[config.mk]
export PLATFORM = sky130hd
export DESIGN_NAME = rshd_sqrt_pipe
export DESIGN_NICKNAME = d
export VERILOG_FILES = /design/src/design/ray_segment_hit_distance_defines.svh /design/src/design/rshd_pkg.sv /design/src/design/rshd_sqrt_pipe.sv
export SDC_FILE = /design/constraint.sdc
export NUM_CORES = 2
export LEC_CHECK = 0
export ABC_CLOCK_PERIOD_IN_PS = 8500
export BUFFER_PORTS_ARGS = -buffer_cell sky130_fd_sc_hd__buf_2
export CORE_UTILIZATION = 40
export DETAILED_ROUTE_END_ITERATION = 8
export PLACE_DENSITY = 0.55
export SKIP_CTS_REPAIR_TIMING = 1
export SYNTH_ARGS = -nofsm -noshare
export SYNTH_HDL_FRONTEND = slang
export SYNTH_SLANG_ARGS = --single-unit
[constraint.sdc]
create_clock -name aclk -period 8.5 [get_ports aclk]
set_input_delay 1.275 -clock aclk [delete_from_list [all_inputs] [get_ports aclk]]
set_output_delay 1.275 -clock aclk [all_outputs]
set_load 0.05 [all_outputs]
[src/design/ray_segment_hit_distance_defines.svh]
// assertion macros for the probe versus wall intersection block
// used by ray_segment_hit_distance; no other dependencies
`ifndef RAY_SEGMENT_HIT_DISTANCE_DEFINES_SVH
`define RAY_SEGMENT_HIT_DISTANCE_DEFINES_SVH
`ifndef SYNTHESIS
// checked only out of reset
`define RSHD_ASSERT(label, prop) \
    label: assert property (@(posedge aclk) disable iff (!aresetn) prop) \
        else $error("ray_segment_hit_distance: check failed");
// checked during reset as well
`define RSHD_ASSERT_RST(label, prop) \
    label: assert property (@(posedge aclk) prop) \
        else $error("ray_segment_hit_distance: reset check failed");
`else
`define RSHD_ASSERT(label, prop)
`define RSHD_ASSERT_RST(label, prop)
`endif
`endif

[src/design/rshd_pkg.sv]
// shared types and widths for the probe versus wall intersection pipeline
// no dependencies
package rshd_pkg;

    localparam int CRD_W  = 20;  // coordinate
    localparam int DIF_W  = 21;  // coordinate difference
    localparam int PRD_W  = 42;  // product of two differences
    localparam int SGN_W  = 44;  // signed cross product sum
    localparam int MAG_W  = 43;  // magnitude of denominator and numerator
    localparam int LO_W   = 22;  // low slice of numerator for split multiply
    localparam int QUO_W  = 21;  // offset quotient
    localparam int NUM_W  = 64;  // dividend width
    localparam int ROOT_W = 22;  // square root result
    localparam int SUM_W  = 44;  // sum of squares
    localparam int DIST_W = 19;
    localparam int unsigned DIST_MAX = 524287;

    typedef struct packed {
        logic signed [CRD_W-1:0] probe_start_x;
        logic signed [CRD_W-1:0] probe_start_y;
        logic signed [CRD_W-1:0] probe_end_x;
        logic signed [CRD_W-1:0] probe_end_y;
        logic signed [CRD_W-1:0] wall_start_x;
        logic signed [CRD_W-1:0] wall_start_y;
        logic signed [CRD_W-1:0] wall_end_x;
        logic signed [CRD_W-1:0] wall_end_y;
    } in_item_t;

    typedef struct packed {
        logic              hit;
        logic [DIST_W-1:0] distance;
    } out_item_t;

    // control that travels with each item
    typedef struct packed {
        logic valid;
        logic hit;
    } ctl_t;

endpackage

[src/design/rshd_sqrt_pipe.sv]
// pipelined integer square root, one result bit per stage
// depends on rshd_pkg
module rshd_sqrt_pipe (
    input  logic                          aclk,
    input  logic                          aresetn,
    input  logic                          ce,
    input  rshd_pkg::ctl_t                ctl_in,
    input  logic [rshd_pkg::SUM_W-1:0]    val_in,
    output rshd_pkg::ctl_t                ctl_out,
    output logic [rshd_pkg::ROOT_W-1:0]   root_out
);
    import rshd_pkg::*;

    localparam int REM_W = ROOT_W + 2;

    typedef struct packed {
        logic [SUM_W-1:0]  v;
        logic [REM_W-1:0]  rem;
        logic [ROOT_W-1:0] root;
    } sq_stage_t;

    sq_stage_t stage_reg [0:ROOT_W-1];
    ctl_t      ctl_reg   [0:ROOT_W-1];
    sq_stage_t stage_in  [0:ROOT_W-1];
    ctl_t      ctl_src   [0:ROOT_W-1];

    for (genvar i = 0; i < ROOT_W; i++) begin : g_stage
        sq_stage_t        st_next;
        logic [REM_W+1:0] t;
        logic [REM_W+1:0] trial;
        logic [REM_W+1:0] diff;

        if (i == 0) begin : g_first
            always_comb begin
                stage_in[i].v    = val_in;
                stage_in[i].rem  = '0;
                stage_in[i].root = '0;
            end
            assign ctl_src[i] = ctl_in;
        end else begin : g_next
            assign stage_in[i] = stage_reg[i-1];
            assign ctl_src[i]  = ctl_reg[i-1];
        end

        always_comb begin
            t     = {stage_in[i].rem, stage_in[i].v[SUM_W-1:SUM_W-2]};
            trial = (REM_W+2)'({stage_in[i].root, 2'b01});
            diff  = t - trial;
            st_next.v = {stage_in[i].v[SUM_W-3:0], 2'b00};
            if (t >= trial) begin
                st_next.rem  = diff[REM_W-1:0];
                st_next.root = {stage_in[i].root[ROOT_W-2:0], 1'b1};
            end else begin
                st_next.rem  = t[REM_W-1:0];
                st_next.root = {stage_in[i].root[ROOT_W-2:0], 1'b0};
            end
        end

        always_ff @(posedge aclk) begin
            if (!aresetn) begin
                ctl_reg[i].valid <= 1'b0;
                ctl_reg[i].hit   <= 1'b0;
            end else if (ce) begin
                ctl_reg[i] <= ctl_src[i];
            end
        end

        always_ff @(posedge aclk) begin
            if (ce) begin
                stage_reg[i] <= st_next;
            end
        end
    end

    assign ctl_out  = ctl_reg[ROOT_W-1];
    assign root_out = stage_reg[ROOT_W-1].root;

endmodule

==> impl_metrics.env <==
export IMPL_status="finished, final reports clean"
export IMPL_grt_max_degree=162
export IMPL_area_delta_synth_final_pct=12.3
export IMPL_irDropWorstVdd_uv=217
export IMPL_seqPwrFrac=0.500
export IMPL_pre_cts_slack_ps=4860
export IMPL_firstDrtPassIters=5
export IMPL_crit_path_start_kind="register"
export IMPL_yosys_warnings=0
export IMPL_relSlewSlack=0.261
export IMPL_arrival_ps=4090
export IMPL_path_class="register to register"
export IMPL_ios=73
export IMPL_comb_power_share=0.155
export IMPL_rows=137
export IMPL_rr_startpoint="stage_reg[2][264]$_DFFE_PP_"
export IMPL_finalCritPeriodShare=0.425
export IMPL_grt_overflow=0
export IMPL_portBuffers=72
export IMPL_cts_sinks=1233
export IMPL_clk_pin_slew_ps=60
export IMPL_antenna_found_initial=0
export IMPL_ys_seq_area_frac=0.659
export IMPL_finalPower_mw=15.9
export IMPL_sw_frac_of_total=0.258
export IMPL_drt_wl_total_microns=100000
export IMPL_synth_most_common_cell="edfxtp_1"
export IMPL_fmax_mhz=277
export IMPL_min_delay_start="stage_reg[0][500]$_DFFE_PP_"
export IMPL_synth_cell_types=75
export IMPL_initial_utilization=0.403
export IMPL_grt_pass1_vias=31600
export IMPL_vias=31800
export IMPL_fillers=12400
export IMPL_dieArea_sq_um=142000
export IMPL_drcViolationCount=0
export IMPL_finalHoldViolations=0
export IMPL_largest_register_ff_count=1189
export IMPL_final_core_util=0.453
export IMPL_synth_edff_count=1232
export IMPL_end_kind="register"
export IMPL_coreArea_sq_um=139000
export IMPL_dp_hpwl_microns=69400
export IMPL_syn_num_nets=4551
export IMPL_tightest_slew_ps=1100
export IMPL_cts_root_buf="clkbuf_16"
export IMPL_drt_antenna_violating_nets=0
export IMPL_syn_inst=4226
export IMPL_r2r_setup_slack_ps=4890
export IMPL_final_area_sq_um=63100
export IMPL_finClkSkew_ps=31.8
export IMPL_setup_tns_ps=0
export IMPL_drv_slew=0
export IMPL_worst_slack_ps=4890
export IMPL_fp_dieW_microns=377
export IMPL_synth_commonest_cells="edfxtp_1 (1,232), inv_1 (338), ha_1 (276), nor2_1 (275), a21oi_1 (255)"
export IMPL_track_usage=0.141
export IMPL_syn_area_sq_um=56200
export IMPL_worst_endpoint_required_ps=8980
export IMPL_finalNetCount=4713
export IMPL_drive_gt1_frac=0.0829
export IMPL_gp_congestion=0.885
export IMPL_async_reset_ff_frac=0
export IMPL_timing_rr_end="stage_reg[2][397]$_DFFE_PP_"
export IMPL_clock_latency_ps=750
export IMPL_leakage_nw=24.0
export IMPL_drv_cap=0
export IMPL_layout_cells_non_filler=6375
export IMPL_ys_flop_type="edfxtp_1"
export IMPL_synth_seq_cells=1233
export IMPL_hold_depth=0
export IMPL_antenna_cells=0
export IMPL_avgSynthCellArea_sq_um=13.3
export IMPL_period_needed_ps=3610
export IMPL_htree_levels=4
export IMPL_clockBufferDepth=3
export IMPL_holdCritPathClass="register to register"
export IMPL_viasPerCell=4.99
export IMPL_p_clk_frac=0.345
export IMPL_rsz0062_at_grt="no"
export IMPL_yosys_top_cells_area="edfxtp_1 (66%), ha_1 (6.1%), xnor2_1 (3.1%)"
export IMPL_synth_top_area_frac=0.658
export IMPL_grt_first_pass_wirelength_microns=162000
export IMPL_setup_violations=0
export IMPL_cts_tree="done"
export IMPL_path_max_fanout=4
export IMPL_dpl_cell_area_sq_um=58900
export IMPL_internal_power_mw=11.8
export IMPL_cts_inserted_buffers=138
export IMPL_placedCellCount=6124
export IMPL_yosysTopAreaCell="edfxtp_1"
export IMPL_whs_ps=404
export IMPL_drt_iter0_drc=1832
export IMPL_powerDensity_nw_per_um2=252
export IMPL_p_sw_mw=4.10
export IMPL_r2r_cells=11
export IMPL_holdPathEnd="stage_reg[0][590]$_DFFE_PP_"
export IMPL_wl_per_cell_microns=15.7
export IMPL_die_h_microns=377
[placed cells by master, fill, tap and decap left out, drive strengths merged, types with 19 or more instances in the layout]
cell type,Yosys,routed
nand2,234,234
inv,339,345
o21bai,19,19
clkinv,0,69
mux2,43,43
nand4,49,49
o21ai,199,199
or2,28,28
or3,42,42
o31ai,34,34
nor2b,48,48
nor4,57,57
clkbuf,58,169
a21o,80,80
nand2b,61,61
nor2,275,275
and3,64,64
a31oi,20,20
o21a,44,44
a21oi,255,255
edfxtp,1232,1232
xor2,174,174
ha,276,276
nor3,119,119
xnor2,198,198
nand3,70,70
buf,18,98
[worst max-delay path: stages, from the launching register on]
cell and delay [ps]:
edfxtp_1 350, inv_1 50, ha_1 330, o21a_1 140, nor3_1 190, o21ai_0 250
a21oi_1 300, o21ai_0 280, a31oi_1 340, o21ai_0 220, a2111oi_0 530, mux2_2 390
[final cells by class]
type | instances | area [sq um] | share of cell area
sequential | 1233 | 37000 | 0.587
timing repair buffer | 98 | 621 | 0.00984
clock buffer | 169 | 3680 | 0.0583
multi-input combinational | 2578 | 17600 | 0.280
tap | 1876 | 2350 | 0.0372
clock inverter | 82 | 505 | 0.00801
inverter | 339 | 1270 | 0.0202
[power by group through the flow]
stage | clock network [mW] | registers [mW] | logic [mW]
floorplan | 0 | 7.93 | 1.85
global placement | 0 | 8.06 | 2.44
detailed placement | 0 | 8.07 | 2.46
CTS | 5.69 | 7.95 | 2.48
global route | 5.91 | 8.02 | 2.77
finish | 5.48 | 7.94 | 2.47
[how the worst max path moves through the flow]
stage	start	to	slack, ps	cells past startpoint
floorplan	stage_reg[2][299]$_DFFE_PP_	stage_reg[2][393]$_DFFE_PP_	5450	12
global placement	ce	stage_reg[0][110]$_DFFE_PP_	4870	3
detailed placement	ce	stage_reg[0][88]$_DFFE_PP_	4860	3
CTS	stage_reg[2][264]$_DFFE_PP_	stage_reg[2][397]$_DFFE_PP_	4910	11
global route	stage_reg[2][264]$_DFFE_PP_	stage_reg[2][397]$_DFFE_PP_	4610	11
finish	stage_reg[2][264]$_DFFE_PP_	stage_reg[2][397]$_DFFE_PP_	4890	11
[cell families (layout without fill, tap and decap cells)]
family,Yosys count,after routing,synth area share
AOI/OAI and AO/OA,757,757,0.0828
xor gates and xnor gates,372,372,0.0580
adders and majority gates,276,276,0.0615
buffers and inverters,415,688,0.0280
DFF,1233,1233,0.659
muxes,50,50,0.00986
other,1,1,0.0000667
and+or+nand+nor,1122,1122,0.101
[metal layers]
| layer | global-route usage | share of wire | vias to the layer above |
|---|---|---|---|
| li1 | - | - | 16000 |
| met3 | 0.0284 | 0.038 | 208 |
| met2 | 0.240 | 0.48 | 544 |
| met4 | 0.0540 | 0.030 | 0 |
| met5 | 0 | 0 | - |
| met1 | 0.178 | 0.45 | 15100 |
Note: power is estimated with default switching activity, not from simulation.
